<file path="src/rtl/core/bcd_pkg.sv">
// shared types and constants for the click / double-click detector
// no dependencies; imported by bcd_if, bcd_fsm, the top level and the testbench
package bcd_pkg;

    localparam int unsigned NUM_KEYS = 4;
    localparam int unsigned KEY_AW   = (NUM_KEYS > 1) ? $clog2(NUM_KEYS) : 1;

    localparam int unsigned KEY_W  = 2;
    localparam int unsigned CNT_W  = 16;
    localparam int unsigned CODE_W = 2;
    localparam int unsigned CFG_W  = 16;
    localparam int unsigned CFG_IW = 2;

    localparam logic [CNT_W-1:0] PRESS_LIMIT_RST = 16'h0800;
    localparam logic [CNT_W-1:0] GAP_LIMIT_RST   = 16'h0600;
    localparam logic             PRESSED_LVL_RST = 1'b0;

    typedef enum logic [CFG_IW-1:0] {
        CFG_PRESS_LIMIT = 2'd0,
        CFG_GAP_LIMIT   = 2'd1,
        CFG_PRESSED_LVL = 2'd2
    } cfg_index_t;

    typedef enum logic [1:0] {
        PH_IDLE   = 2'd0,
        PH_FIRST  = 2'd1,
        PH_GAP    = 2'd2,
        PH_SECOND = 2'd3
    } phase_t;

    typedef enum logic [CODE_W-1:0] {
        EV_NONE   = 2'd0,
        EV_CLICK  = 2'd1,
        EV_DOUBLE = 2'd2
    } event_t;

    // per-key entry: only the counter of the current phase is ever live
    typedef struct packed {
        phase_t           phase;
        logic [CNT_W-1:0] ticks;
    } key_state_t;

    localparam int unsigned STATE_W = $bits(key_state_t);

    typedef struct packed {
        logic [CNT_W-1:0] press_limit;
        logic [CNT_W-1:0] gap_limit;
        logic             pressed_level;
    } cfg_t;

endpackage

</file>
<file path="src/rtl/core/bcd_if.sv">
// request and event channel interfaces with valid / ready handshake
// depends on bcd_pkg for field widths
interface bcd_key_if;
    import bcd_pkg::*;

    logic             valid;
    logic             ready;
    logic [KEY_W-1:0] key_index;
    logic             key_level;

    modport source (output valid, output key_index, output key_level, input ready);
    modport sink (input valid, input key_index, input key_level, output ready);
endinterface

interface bcd_event_if;
    import bcd_pkg::*;

    logic              valid;
    logic              ready;
    logic [CODE_W-1:0] event_code;
    logic [KEY_W-1:0]  event_key;

    modport source (output valid, output event_code, output event_key, input ready);
    modport sink (input valid, input event_code, input event_key, output ready);
endinterface

</file>
<file path="src/rtl/core/bcd_ram.sv">
// generic single-write, single-read memory with registered read data
// no dependencies
module bcd_ram #(
    parameter int unsigned WIDTH = 8,
    parameter int unsigned DEPTH = 4,
    localparam int unsigned AW   = (DEPTH > 1) ? $clog2(DEPTH) : 1
) (
    input  logic             clk,
    input  logic             we,
    input  logic [AW-1:0]    waddr,
    input  logic [WIDTH-1:0] wdata,
    input  logic             re,
    input  logic [AW-1:0]    raddr,
    output logic [WIDTH-1:0] rdata
);

    logic [WIDTH-1:0] mem [DEPTH];

    always_ff @(posedge clk)
    begin
        if (we)
        begin
            mem[waddr] <= wdata;
        end
        if (re)
        begin
            rdata <= mem[raddr];
        end
    end

endmodule

</file>
<file path="src/rtl/core/bcd_fsm.sv">
// per-key phase update: one tick applied to one key entry
// depends on bcd_pkg
module bcd_fsm
    import bcd_pkg::*;
(
    input  key_state_t cur,
    input  logic       pressed,
    input  cfg_t       cfg,
    output key_state_t nxt,
    output event_t     ev
);

    logic [CNT_W-1:0] ticks_inc;

    // saturating tick counter
    assign ticks_inc = (cur.ticks == '1) ? cur.ticks : cur.ticks + CNT_W'(1);

    always_comb
    begin
        nxt = cur;
        ev  = EV_NONE;
        unique case (cur.phase)
            PH_IDLE:
            begin
                if (pressed)
                begin
                    nxt.phase = PH_FIRST;
                    nxt.ticks = '0;
                end
            end
            PH_FIRST:
            begin
                if (pressed)
                begin
                    nxt.ticks = ticks_inc;
                end
                else if (cur.ticks > cfg.press_limit)
                begin
                    nxt.phase = PH_IDLE;
                    nxt.ticks = '0;
                end
                else
                begin
                    nxt.phase = PH_GAP;
                    nxt.ticks = '0;
                end
            end
            PH_GAP:
            begin
                if (pressed)
                begin
                    nxt.phase = PH_SECOND;
                    nxt.ticks = '0;
                end
                else if (ticks_inc > cfg.gap_limit)
                begin
                    nxt.phase = PH_IDLE;
                    nxt.ticks = '0;
                    ev        = EV_CLICK;
                end
                else
                begin
                    nxt.ticks = ticks_inc;
                end
            end
            PH_SECOND:
            begin
                if (pressed)
                begin
                    nxt.ticks = ticks_inc;
                end
                else
                begin
                    nxt.phase = PH_IDLE;
                    nxt.ticks = '0;
                    if (!(cur.ticks > cfg.press_limit))
                    begin
                        ev = EV_DOUBLE;
                    end
                end
            end
            default:
            begin
                nxt = cur;
            end
        endcase
    end

endmodule

</file>
<file path="src/rtl/core/button_click_double_click_detector_core.sv">
// top level of the click / double-click detector
// depends on bcd_pkg, bcd_if, bcd_ram and bcd_fsm
//
// Takes one scan tick per clock (key index and raw pin level) unless the
// event output stalls, and returns exactly one event per tick: none,
// single click or double click, tagged with the key, from an output
// register. Per-key state lives in a small RAM with one read and one
// write port; a tick for the same key as the one just before it takes
// its state from a forwarding register instead of the RAM read. Keys
// start idle after reset through per-entry valid flags, so no clearing
// pass is needed. Configuration writes must be made while idle.
module button_click_double_click_detector_core
    import bcd_pkg::*;
(
    input  logic                 clk,
    input  logic                 rst_n,
    input  logic                 cfg_we,
    input  logic [CFG_IW-1:0]    cfg_index,
    input  logic [CFG_W-1:0]     cfg_data,
    bcd_key_if.sink              key_in,
    bcd_event_if.source          event_out
);

    cfg_t cfg_reg;

    logic                s1_valid_reg;
    logic [KEY_W-1:0]    s1_key_reg;
    logic                s1_level_reg;
    logic                fwd_reg;
    logic                fwd_next;
    key_state_t          fwd_state_reg;
    logic [NUM_KEYS-1:0] entry_valid_reg;

    logic                out_valid_reg;
    event_t              out_code_reg;
    logic [KEY_W-1:0]    out_key_reg;

    logic                accept;
    logic                s1_advance;
    logic                s1_inrange;
    logic [KEY_AW-1:0]   s1_addr;
    logic [KEY_AW-1:0]   in_addr;
    logic [STATE_W-1:0]  rd_data;
    key_state_t          cur_state;
    key_state_t          nxt_state;
    event_t              ev;
    logic                pressed;
    logic                ram_we;

    assign s1_advance = s1_valid_reg && (!out_valid_reg || event_out.ready);
    assign key_in.ready = !s1_valid_reg || s1_advance;
    assign accept = key_in.valid && key_in.ready;

    assign in_addr    = KEY_AW'(key_in.key_index);
    assign s1_addr    = KEY_AW'(s1_key_reg);
    assign s1_inrange = (32'(s1_key_reg) < NUM_KEYS);
    assign ram_we     = s1_advance && s1_inrange;

    // the write of the item ahead lands on the same edge as this read
    assign fwd_next = s1_advance && s1_inrange && (s1_key_reg == key_in.key_index);

    bcd_ram #(
        .WIDTH (STATE_W),
        .DEPTH (NUM_KEYS)
    ) u_state_ram (
        .clk   (clk),
        .we    (ram_we),
        .waddr (s1_addr),
        .wdata (nxt_state),
        .re    (accept),
        .raddr (in_addr),
        .rdata (rd_data)
    );

    always_comb
    begin
        priority if (fwd_reg)
        begin
            cur_state = fwd_state_reg;
        end
        else if (entry_valid_reg[s1_addr])
        begin
            cur_state = key_state_t'(rd_data);
        end
        else
        begin
            cur_state = '{phase: PH_IDLE, ticks: '0};
        end
    end

    assign pressed = (s1_level_reg == cfg_reg.pressed_level);

    bcd_fsm u_fsm (
        .cur     (cur_state),
        .pressed (pressed),
        .cfg     (cfg_reg),
        .nxt     (nxt_state),
        .ev      (ev)
    );

    always_ff @(posedge clk or negedge rst_n)
    begin
        if (!rst_n)
        begin
            cfg_reg.press_limit   <= PRESS_LIMIT_RST;
            cfg_reg.gap_limit     <= GAP_LIMIT_RST;
            cfg_reg.pressed_level <= PRESSED_LVL_RST;
            s1_valid_reg          <= 1'b0;
            fwd_reg               <= 1'b0;
            entry_valid_reg       <= '0;
            out_valid_reg         <= 1'b0;
        end
        else
        begin
            if (cfg_we)
            begin
                unique case (cfg_index)
                    CFG_PRESS_LIMIT: cfg_reg.press_limit   <= cfg_data;
                    CFG_GAP_LIMIT:   cfg_reg.gap_limit     <= cfg_data;
                    CFG_PRESSED_LVL: cfg_reg.pressed_level <= cfg_data[0];
                    default:         cfg_reg <= cfg_reg;
                endcase
            end

            if (accept)
            begin
                s1_valid_reg <= 1'b1;
                fwd_reg      <= fwd_next;
            end
            else if (s1_advance)
            begin
                s1_valid_reg <= 1'b0;
            end

            if (ram_we)
            begin
                entry_valid_reg[s1_addr] <= 1'b1;
            end

            if (s1_advance)
            begin
                out_valid_reg <= 1'b1;
            end
            else if (event_out.ready)
            begin
                out_valid_reg <= 1'b0;
            end
        end
    end

    always_ff @(posedge clk)
    begin
        if (accept)
        begin
            s1_key_reg    <= key_in.key_index;
            s1_level_reg  <= key_in.key_level;
            fwd_state_reg <= nxt_state;
        end
        if (s1_advance)
        begin
            out_code_reg <= s1_inrange ? ev : EV_NONE;
            out_key_reg  <= s1_key_reg;
        end
    end

    assign event_out.valid      = out_valid_reg;
    assign event_out.event_code = out_code_reg;
    assign event_out.event_key  = out_key_reg;

endmodule

</file>
<file path="src/flat_wrapper.sv">
// flat-port wrapper written by rule: the top's interface ports become plain ports
module button_click_double_click_detector_core_flat import bcd_pkg::*;
  (clk, rst_n, cfg_we, cfg_index, cfg_data, key_in_valid, key_in_key_index, key_in_key_level, key_in_ready, event_out_valid, event_out_event_code, event_out_event_key, event_out_ready);
  bcd_key_if key_in_i ();
  bcd_event_if event_out_i ();
  input  logic clk;
  input  logic rst_n;
  input  logic cfg_we;
  input  logic [CFG_IW-1:0] cfg_index;
  input  logic [CFG_W-1:0] cfg_data;
  input wire logic [$bits(key_in_i.valid)-1:0] key_in_valid;
  input wire logic [$bits(key_in_i.key_index)-1:0] key_in_key_index;
  input wire logic [$bits(key_in_i.key_level)-1:0] key_in_key_level;
  output wire logic [$bits(key_in_i.ready)-1:0] key_in_ready;
  output wire logic [$bits(event_out_i.valid)-1:0] event_out_valid;
  output wire logic [$bits(event_out_i.event_code)-1:0] event_out_event_code;
  output wire logic [$bits(event_out_i.event_key)-1:0] event_out_event_key;
  input wire logic [$bits(event_out_i.ready)-1:0] event_out_ready;
  assign key_in_i.valid = key_in_valid;
  assign key_in_i.key_index = key_in_key_index;
  assign key_in_i.key_level = key_in_key_level;
  assign key_in_ready = key_in_i.ready;
  assign event_out_valid = event_out_i.valid;
  assign event_out_event_code = event_out_i.event_code;
  assign event_out_event_key = event_out_i.event_key;
  assign event_out_i.ready = event_out_ready;
  button_click_double_click_detector_core u_core (.clk(clk), .rst_n(rst_n), .cfg_we(cfg_we), .cfg_index(cfg_index), .cfg_data(cfg_data), .key_in(key_in_i), .event_out(event_out_i));
endmodule
</file>
<file path="config.mk">
export PLATFORM = sky130hd
export DESIGN_NAME = button_click_double_click_detector_core_flat
export DESIGN_NICKNAME = d
export VERILOG_FILES = /design/src/rtl/core/bcd_pkg.sv /design/src/rtl/core/bcd_if.sv /design/src/rtl/core/bcd_ram.sv /design/src/rtl/core/bcd_fsm.sv /design/src/rtl/core/button_click_double_click_detector_core.sv /design/src/flat_wrapper.sv
export SDC_FILE = /design/constraint.sdc
export NUM_CORES = 1
export LEC_CHECK = 0
export BUFFER_PORTS_ARGS = -buffer_cell sky130_fd_sc_hd__buf_2
export CORE_MARGIN = 1
export CORE_UTILIZATION = 50
export DETAILED_ROUTE_END_ITERATION = 8
export GPL_TIMING_DRIVEN = 0
export PLACE_DENSITY = 0.76
export SLEW_MARGIN = 20
export SYNTH_ARGS = -nofsm -noshare
export SYNTH_HDL_FRONTEND = slang
export SYNTH_HIERARCHICAL = 1
export SYNTH_SLANG_ARGS = --single-unit
</file>
<file path="constraint.sdc">
create_clock -name clk -period 4.74 [get_ports clk]
set_input_delay 0.948 -clock clk [delete_from_list [all_inputs] [get_ports clk]]
set_output_delay 0.948 -clock clk [all_outputs]
set_load 0.005 [all_outputs]
</file>
==> metrics, run 1 <==
status=complete, no violations; post-synth top area share=46.1%; multiplexer share of the synthesized area=between 10% and 20%; period utilization=98.6%; most frequent cells after synthesis=edfxtp_1 (115), inv_1 (42), dfrtp_1 (37), ha_1 (33), mux2_2 (33); WHS=497 ps; die area=15500 µm²; fmax=about 210 MHz; CP endpoint kind=register; complex-gate fraction of the synthesized area=9.93%; Inst Count DP=727; RePlAce Congestion=0.861; data arrival time of the critical path=4870 ps; Reg clk slew, reported paths=60 ps; Simple-Gate Fraction of Synth Area=7.76%; sequential area share after synthesis=59.6%; Max Cap Viol=0; FP Rows=44; dpl ws=-734 ps; ys flop type=edfxtp_1; Synth area leader=edfxtp_1; final hold vios=0; Post-synth EDFFs=115; Final ANT Viol Nets=0; Sw Share=27.4%; nets=652; Final Cell Area=9070 µm²; fin worst setup slack=66.7 ps; Routed WL=around 17 mm; HPWL after detailed placement=around 11 mm; Yosys cell types=70; TritonCTS Buffers=17; CTS sink count=155; NetSw=1.09 mW; Post-Synth Adder-Cell Area=5.52%; non-filler instance count after layout=788; TritonCTS clock tree=yes; max incr delay on CP=530 ps; Die Wd=124 µm; Cells after Synth=509; crit path max-delay cell type=or4_4; Pwr Density=441 nW/µm²; post-synthesis xor/xnor area fraction=1.64%; Worst-Skew Late Latency=420 ps; crit start category=register; P_int=2.90 mW; Die Span Y=124 µm; Crit Path Max Fanout=6; port buffer count=31; count leader, synth=edfxtp_1; Slew Viols, Final=0; clock network power share=between 30% and 40%; HP Class=register to register; Final min period=between 4000 and 5000 ps; Core ar.=around 15000 µm²; area delta synth->final=21.2%; Leak=around 3.6 nW; Root Buffer=clkbuf_16; CTS max path bufs=2; Finish-stage setup viols=0; placed cell area=7910 µm²; total congestion overflow=0; skew final=between 9 and 10 ps; asr flop ratio synth=25.8%; critical path type=register to register; Worst-Margin Slew=1080 ps; Ports=32; drt pass-1 iters=5; Synth Register Bits=155; Setup TNS Final=0 ps; syn nets=around 570; CP required=4930 ps; ranking of synthesized cells by area=edfxtp_1 (46%), dfrtp_1 (12%), ha_1 (5.5%), mux2_2 (5.0%), a22o_1 (3.2%); Slew HR=28.3%; Mapped Area=7490 µm²; CP cell instances=buf_6, mux2i_4, o22ai_4, buf_12, a22o_4, ha_4, nand3_4, buf_4, nor2_1, nand4_1, a21oi_1, xor2_1, ha_1, nand2_2, nor3_1, or4_4, o31ai_4, a31oi_4, o311ai_4; Comb pwr share=~22%; GRT Total Usage=22.4%; CTS HTree Levels=4; sequential power share=42.8%; Largest register FFs=72; first-pass GRT wire length=26.4 mm; syn avg cell area=14.7 µm²; DR WL/cell=21.1 µm; combinational family with the most area after synthesis=multiplexers; antenna cells=0; ratio of cells with drive above 1 in the final layout=35.6%; via count=4711; initial drt markers=412; VDD IR max=between 0.2 and 0.3 mV; DRC viols=0; yosys warns=6; antenna violations before repair=0; number of global-route vias before repair=4899; Vias/cell=5.98; largest net degree at the start of global routing=41; initial core utilization=51.3%
[power groups by stage]
stage               Sequential, mW  Clock, mW  Combinational, mW
floorplan                     1.71          0              0.528
global placement              1.73          0              0.693
detailed placement            1.73          0              0.736
CTS                           1.71       1.42              0.827
global route                  1.72       1.47              0.964
finish                        1.71       1.40              0.890
[cells in the final DEF (no fill, tap or decap), drive strengths merged, types with 4 or more instances in the layout]
master	count
o31ai	5
nand2	29
xnor2	7
inv	45
buf	76
mux2	34
a22o	27
nor4	5
dfrtp	37
nor2b	5
bufinv	4
xor2	7
a21oi	20
nand4	13
o21ai	14
a31oi	4
and2	4
ha	33
nand3	6
edfxtp	115
nor2	10
nand2b	5
clkbuf	25
a31o	4
nor3	8
mux4	18
[worst max-delay path: cells and delay by family (launching register included)]
kind,cells,cell delay (ps)
flops,1,420
mux,1,190
simple gates,6,1120
fa+ha+maj,2,470
buf+inv,3,500
compound gates,6,1440
xor+xnor,1,290
[cell families after synthesis]
logic type,count (synthesis)
flops,155
simple gates,98
compound gates,94
buf+inv,60
mux,55
fa+ha+maj,33
xor+xnor,14
[area by class of cell]
class,instances,area (µm²)
clock buffer,19,433
inverter,42,158
clock inverter,11,169
timing repair buffer,64,439
buffer,18,154
multi-input combinational,295,3030
sequential,155,4460
fill,1041,5510
tap,184,230
[worst paths after layout]
| check | start | endpoint | slack (ps) | cells after the start |
|---|---|---|---|---|
| worst max-delay path | u_core/s1_addr[1]$_DFFE_PP_ | u_core/u_state_ram/mem[2][2]$_DFFE_PP_ | 70 | 19 |
| worst min-delay path | u_core/s1_valid_reg$_DFFE_PN0P_ | u_core/event_out.valid$_DFFE_PN0P_ | 500 | 1 |
| worst max register to register | u_core/s1_addr[1]$_DFFE_PP_ | u_core/u_state_ram/mem[2][2]$_DFFE_PP_ | 70 | 19 |
| worst min register to register | u_core/s1_valid_reg$_DFFE_PN0P_ | u_core/event_out.valid$_DFFE_PN0P_ | 500 | 1 |
| max in group asynchronous | rst_n | u_core/cfg_reg[17]$_DFFE_PN0P_ | 3520 | 1 |
| min in group asynchronous | rst_n | u_core/cfg_reg[30]$_DFFE_PN0P_ | 650 | 1 |
[stage by stage]
step / total power, mW / utilization [%]
after floorplan: 2.24 / -
after global placement: 2.42 / 54.0
after detailed placement: 2.47 / 54.2
after CTS: 3.96 / 61.0
after global routing: 4.16 / 62.2
final: 4.00 / 62.2
[routing by layer]
metal  GRT usage [%]  part of all wire [%]  up-vias
li1                -                     -     2145
met5               0                     0        -
met4            7.58                   1.4        0
met1            29.7                    43     2378
met2            36.7                    50      166
met3            4.42                   5.4       22
[what timing repair did]
action	CTS	global route
gates cloned	1	1
setup endpoints to repair	86	85
hold buffers	0	0
gates resized for setup	45	20
pin swaps	11	13
buffers inserted	19	10
(Power assumes the default switching activity.)
==> run 2: changes to the inputs <==
Settings changed: RECOVER_POWER set to 100.
==> metrics, run 2 (synthesis gave the netlist of run 1 again) <==
Max Cap Viol=0 (unchanged); Power Total=4.00 mW (about the same); DRC viols=0 (unchanged); die area=15500 µm² (unchanged); Vias/cell=6.02 (+0.62%); antenna violations before repair=0 (unchanged); most common cell after layout, fill and taps aside=edfxtp_1; CP required=4940 ps (about the same); CTS max path bufs=2 (unchanged); data arrival time of the critical path=4880 ps (about the same); Leak=3.60 nW (-0.25%); drt pass-1 iters=5 (unchanged); max incr delay on CP=530 ps (about the same); Worst-Skew Late Latency=420 ps (about the same); status=complete, no violations; crit path max-delay cell type=or4_4; RePlAce Congestion=0.861 (unchanged); Slew HR=28.5% (+0.18 points); GRT Total Usage=22.4% (unchanged); final hold vios=0 (unchanged); Finish-stage setup viols=0 (unchanged); initial core utilization=51.3% (unchanged); Slew Viols, Final=0 (unchanged); CP endpoint kind=register; commonest non-fill, non-tap cells in the layout=edfxtp_1 (115), inv_1 (42), dfrtp_1 (37); WHS=498 ps (+1.87 ps); Root Buffer=clkbuf_16; CTS HTree Levels=4 (unchanged); Ports=32 (unchanged); TritonCTS clock tree=yes; via count=4740 (+0.62%); ratio of cells with drive above 1 in the final layout=35.1% (-0.50 points); Core ar.=14600 µm² (unchanged); skew final=9.34 ps (-0.0827 ps); FP Rows=44 (unchanged); Largest register FFs=72 (unchanged); first-pass GRT wire length=26.4 mm (unchanged); Die Span Y=124 µm (unchanged); TritonCTS Buffers=17 (unchanged); fmax=213 MHz (-0.27%); area delta synth->final=21.1% (about the same); Routed WL=16.7 mm (+0.33%); initial drt markers=406 (-1.5%); antenna cells=0 (unchanged); VDD IR max=0.280 mV (+0.51%); final core utilization=62.2% (about the same); hold buffers post-CTS=0 (unchanged); CP cell instances=buf_6, mux2i_4, o22ai_4, buf_12, a22o_4, ha_4, nand3_4, buf_4, nor2_1, nand4_1, a21oi_1, xor2_1, ha_1, nand2_2, nor3_1, or4_4, o31ai_4, a31oi_4, o311ai_4; critical path type=register to register; port buffer count=31 (unchanged); Crit Path Max Fanout=6 (unchanged); Reg clk slew, reported paths=60 ps (about the same); Die Wd=124 µm (unchanged); CTS sink count=155 (unchanged); DR WL/cell=21.2 µm (+0.33%); crit start category=register; nets=652 (unchanged); total congestion overflow=0 (unchanged); Final min period=4690 ps (+12.8 ps); Pwr Density=441 nW/µm² (+0.12%); HP Class=register to register; Worst-Margin Slew=1070 ps (-2.63 ps); Final ANT Viol Nets=0 (unchanged); HPWL after detailed placement=11.0 mm (unchanged); number of global-route vias before repair=4899 (unchanged); largest net degree at the start of global routing=41 (unchanged); period utilization=98.9% (+0.27 points); Setup TNS Final=0 ps (unchanged)
[run 2: cell count changes in the layout (fill, tap and decap cells not counted)]
cell	previous run	this run
clkbuf_1	5	8
buf_2	34	32
buf_4	28	27
[run 2: worst paths after layout]
| check | start | endpoint | slack (ps) | cells past startpoint |
|---|---|---|---|---|
| worst min-delay path | u_core/s1_valid_reg$_DFFE_PN0P_ | u_core/event_out.valid$_DFFE_PN0P_ | 500 | 1 |
| worst max-delay path | u_core/s1_addr[1]$_DFFE_PP_ | u_core/u_state_ram/mem[2][2]$_DFFE_PP_ | 50 | 19 |
| worst max register to register | u_core/s1_addr[1]$_DFFE_PP_ | u_core/u_state_ram/mem[2][2]$_DFFE_PP_ | 50 | 19 |
| min in group asynchronous | rst_n | u_core/cfg_reg[30]$_DFFE_PN0P_ | 650 | 1 |
| max in group asynchronous | rst_n | u_core/cfg_reg[17]$_DFFE_PN0P_ | 3520 | 1 |
| worst min register to register | u_core/s1_valid_reg$_DFFE_PN0P_ | u_core/event_out.valid$_DFFE_PN0P_ | 500 | 1 |
[run 2: layer usage]
metal  track usage, %  vias up  part of all wire (%)
met3             4.42       29                   5.1
met2             36.7      162                    50
li1                 -     2143                     -
met5                0        -                     0
met1             29.7     2406                    43
met4             7.58        0                   1.6
[run 2: final cells by class]
class                           instances  area [µm²]
Clock inverter                         11         169
Inverter                               42         158
Multi-Input combinational cell        295        3030
Fill cell                            1045        5520
Timing Repair Buffer                   64         433
Buffer                                 18         154
Tap cell                              184         230
Sequential cell                       155        4460
Clock buffer                           19         433
[run 2: timing repair]
item | CTS | global route
gates resized for setup | 45 | 20
setup endpoints to repair | 86 | 85
hold endpoints to repair | 0 | 0
pin swaps | 11 | 13
setup buffers | 19 | 10
gates cloned | 1 | 1
[run 2: through the flow]
stage	instances	worst slack [ps]	area, µm²
after floorplan	509	183	7490
after global placement	724	-619	7870
after detailed placement	727	-734	7910
after CTS	777	2.27	8900
after global routing	788	-59.5	9070
final	788	53.9	9070
[run 2: critical path, delay by kind of cell (launching register included)]
| kind | cells | cell delay (ps) |
|---|---|---|
| AOI/OAI and AO/OA | 6 | 1440 |
| xor gates and xnor gates | 1 | 300 |
| adders and majority gates | 2 | 470 |
| buffers and inverters | 3 | 500 |
| DFF | 1 | 410 |
| muxes | 1 | 190 |
| and+or+nand+nor | 6 | 1130 |
[run 2: power breakdown]
group          internal (mW)  total [mW]  switching [mW]
clock                  0.876        1.40           0.524
combinational          0.373       0.891           0.518
sequential              1.65        1.71          0.0552
total                   2.90        4.00            1.10
==> run 3: changes to the inputs <==
Settings changed: ABC_AREA set to 1.
==> metrics, run 3 <==
CTS HTree Levels=4 (unchanged); HP Class=register to register; M1 wire length=7.33 mm (+1.5%); reg2reg setup slack=430 ps (+370 ps); initial drt markers=471 (+16%); critical path type=register to register; highest metal used=met4; period utilization=91.0% (-7.9 points); hold buffers post-CTS=0 (unchanged); Leak=4.51 nW (+25%); Slew HR=42.8% (+14 points); fill cell count=1320 (+26%); Cells after Synth=918 (+80%); most common cell after layout, fill and taps aside=nand2_1; ranking of synthesized cells by area=edfxtp_1 (43%), nand2_1 (15%), dfrtp_1 (12%), inv_1 (7.9%), ha_1 (5.1%); antenna violations before repair=0 (unchanged); CTS sink count=155 (unchanged); skew final=8.30 ps (-1.04 ps); status=complete, no violations; Pwr Density=427 nW/µm² (-3.3%); TritonCTS Buffers=17 (unchanged); CP delay by family, top=simple AND/OR/NAND/NOR gates; Worst-Margin Slew=858 ps (-215 ps); syn nets=977 (+72%); Max Cap Viol=0 (unchanged); WHS=478 ps (-20.2 ps); post-synth top area share=43.0% (-3.1 points); Final min period=4310 ps (-374 ps); Mapped Area=8030 µm² (+7.3%); DR WL met2=8.26 mm (-1.5%); DRC viols=0 (unchanged); Post-synth EDFFs=115 (unchanged); DR WL/cell=14.1 µm (-34%); Die Wd=129 µm (+3.5%); Sw Share=29.5% (+2.1 points); area delta synth->final=14.5%; nets=1041 (+60%); yosys warns=6 (unchanged); first-pass GRT wire length=28.3 mm (+7.3%); ys flop type=edfxtp_1; crit start category=register; Worst-Skew Late Latency=420 ps (about the same); Ports=32 (unchanged); Die Span Y=129 µm (+3.5%); WP buf/inv=7 (+4); most frequent cell on the critical path=nand2_1; Slew Viols, Final=0 (unchanged); Largest register FFs=72 (unchanged); via count=5992 (+26%); Power Total=3.92 mW (-1.9%); Routed WL=16.9 mm (+1.4%); sequential power share=44.0% (+1.3 points); crit path max-delay cell type=edfxtp_1; Yosys cell types=32 (-54%); P_int=2.77 mW (-4.7%); TritonCTS clock tree=yes; Core ar.=15400 µm² (+5.7%); fmax=232 MHz (+8.7%); Finish-stage setup viols=0 (unchanged); initial core utilization=52.1% (+0.75 points); Vias/cell=4.97 (-17%); VDD IR max=0.252 mV (-10%); Setup TNS Final=0 ps (unchanged); CTS max path bufs=2 (unchanged); final core utilization=59.6% (-2.6 points); clock network power share=34.6% (-0.4 points); Final ANT Viol Nets=0 (unchanged); met3 routed WL=884 µm (+4.4%); most frequent cells after synthesis=nand2_1 (317), inv_1 (168), edfxtp_1 (115), nand3_1 (51), nor2_1 (47); Root Buffer=clkbuf_16; CP endpoint kind=register; Synth Register Bits=155 (unchanged); asr flop ratio synth=25.8% (unchanged); final hold vios=0 (unchanged); die area=16600 µm² (+7.2%); largest net degree at the start of global routing=41 (unchanged); ratio of cells with drive above 1 in the final layout=12.4% (-23 points); FP Rows=45 (+2.3%); commonest non-fill, non-tap cells in the layout=nand2_1 (313), inv_1 (167), edfxtp_1 (115); total congestion overflow=0 (unchanged); GRT Total Usage=22.7% (+0.31 points); sequential area share after synthesis=55.5% (-4.0 points); Synth area leader=edfxtp_1; number of global-route vias before repair=5816 (+19%); drt pass-1 iters=5 (unchanged); Crit Path Max Fanout=10 (+4); data arrival time of the critical path=4440 ps (-440 ps); syn avg cell area=8.75 µm² (-41%); port buffer count=31 (unchanged); count leader, synth=nand2_1; max incr delay on CP=570 ps (+40 ps); CP required=4870 ps (-70 ps); antenna cells=0 (unchanged); RePlAce Congestion=0.864 (+0.34%); NetSw=1.16 mW (+5.4%); HPWL after detailed placement=12.3 mm (+12%); Reg clk slew, reported paths=60 ps (about the same); Comb pwr share=21.4% (-0.9 points)
==> run 3: cell count changes in the layout (fill, tap and decap cells not counted), sizes merged, moves of 8 or more <==
cell   previous run  this run
nand2            29       324
inv              45       177
nand3             6        52
nor2             10        51
mux2             34         0
a22o             27         0
o21ai            14        38
mux4             18         0
buf              73        58
nand4            13         4
a21oi            20        28
==> run 3: repair_timing <==
| item | in CTS | in global routing |
|---|---|---|
| setup endpoints to repair | 0 | 80 |
| resized for setup | 0 | 5 |
| endpoints found under the hold margin | 0 | 0 |
| buffers inserted | 0 | 5 |
==> run 3: worst reg2reg max path: stages (launching register included) <==
cell and delay (ps):
edfxtp_1 570, inv_1 160, nand2_2 110, nand2_4 100, nand2_1 80, nand2_1 140
ha_1 270, inv_2 90, nor2_4 50, nand3_4 80, nor2_4 50, inv_2 90
nor2_8 40, inv_4 90, buf_6 130, buf_2 210, nand2_1 100, ha_1 300
nand2_1 90, nor3_1 330, nand2_1 100, nand2_1 70, nand2_1 100, nand2_1 110
nand2_2 120, clkbuf_4 220, nand2_1 80, nand2_1 140
==> run 3: worst paths after layout <==
kind,startpoint,end,cells after the start
worst max-delay path,u_core/s1_addr[1]$_DFFE_PP_,u_core/fwd_state_reg[15]$_DFFE_PP_,27
worst min register to register,u_core/entry_valid_reg[3]$_DFFE_PN0P_,u_core/entry_valid_reg[3]$_DFFE_PN0P_,1
max in group asynchronous,rst_n,u_core/cfg_reg[25]$_DFFE_PN0P_,1
min in group asynchronous,rst_n,u_core/entry_valid_reg[2]$_DFFE_PN0P_,1
worst min-delay path,u_core/entry_valid_reg[3]$_DFFE_PN0P_,u_core/entry_valid_reg[3]$_DFFE_PN0P_,1
worst max register to register,u_core/s1_addr[1]$_DFFE_PP_,u_core/fwd_state_reg[15]$_DFFE_PP_,27
==> run 3: metrics by stage <==
stage / instances / worst slack [ps] / instance area [µm²]
after floorplan: 918 / 1140 / 8030
after global placement: 1160 / 347 / 8450
after detailed placement: 1169 / 211 / 8570
after CTS: 1200 / 177 / 9150
after global routing: 1205 / -2.75 / 9190
final: 1205 / 428 / 9190
==> run 3: routing by layer <==
layer  vias to the layer above  track usage (%)
li1                       3013                -
met1                      2772             28.9
met2                       173             38.1
met3                        34             4.16
met4                         0             9.55
met5                         -                0
==> run 3: layout make-up <==
type	instances	area (µm²)	area share [%]
sequential	155	4460	48.5
multi-input combinational	560	2740	29.8
inverter	177	672	7.31
clock buffer	19	433	4.71
timing repair buffer	45	283	3.08
tap	211	264	2.87
buffer	26	195	2.12
clock inverter	12	149	1.62
==> run 3: kinds of logic after synthesis <==
| kind of cell | count (synthesis) | synth area share [%] |
|---|---|---|
| simple gates | 446 | 22.9 |
| buf+inv | 203 | 10.8 |
| flops | 155 | 55.5 |
| compound gates | 71 | 4.58 |
| fa+ha+maj | 33 | 5.14 |
| xor+xnor | 10 | 1.09 |
==> run 3: power by group through the flow <==
stage	sequential [mW]	clock, mW	combinational, mW
after floorplan	1.74	0	0.583
after global placement	1.75	0	0.770
after detailed placement	1.75	0	0.818
after CTS	1.73	1.38	0.828
after global routing	1.74	1.43	0.966
final	1.73	1.36	0.838
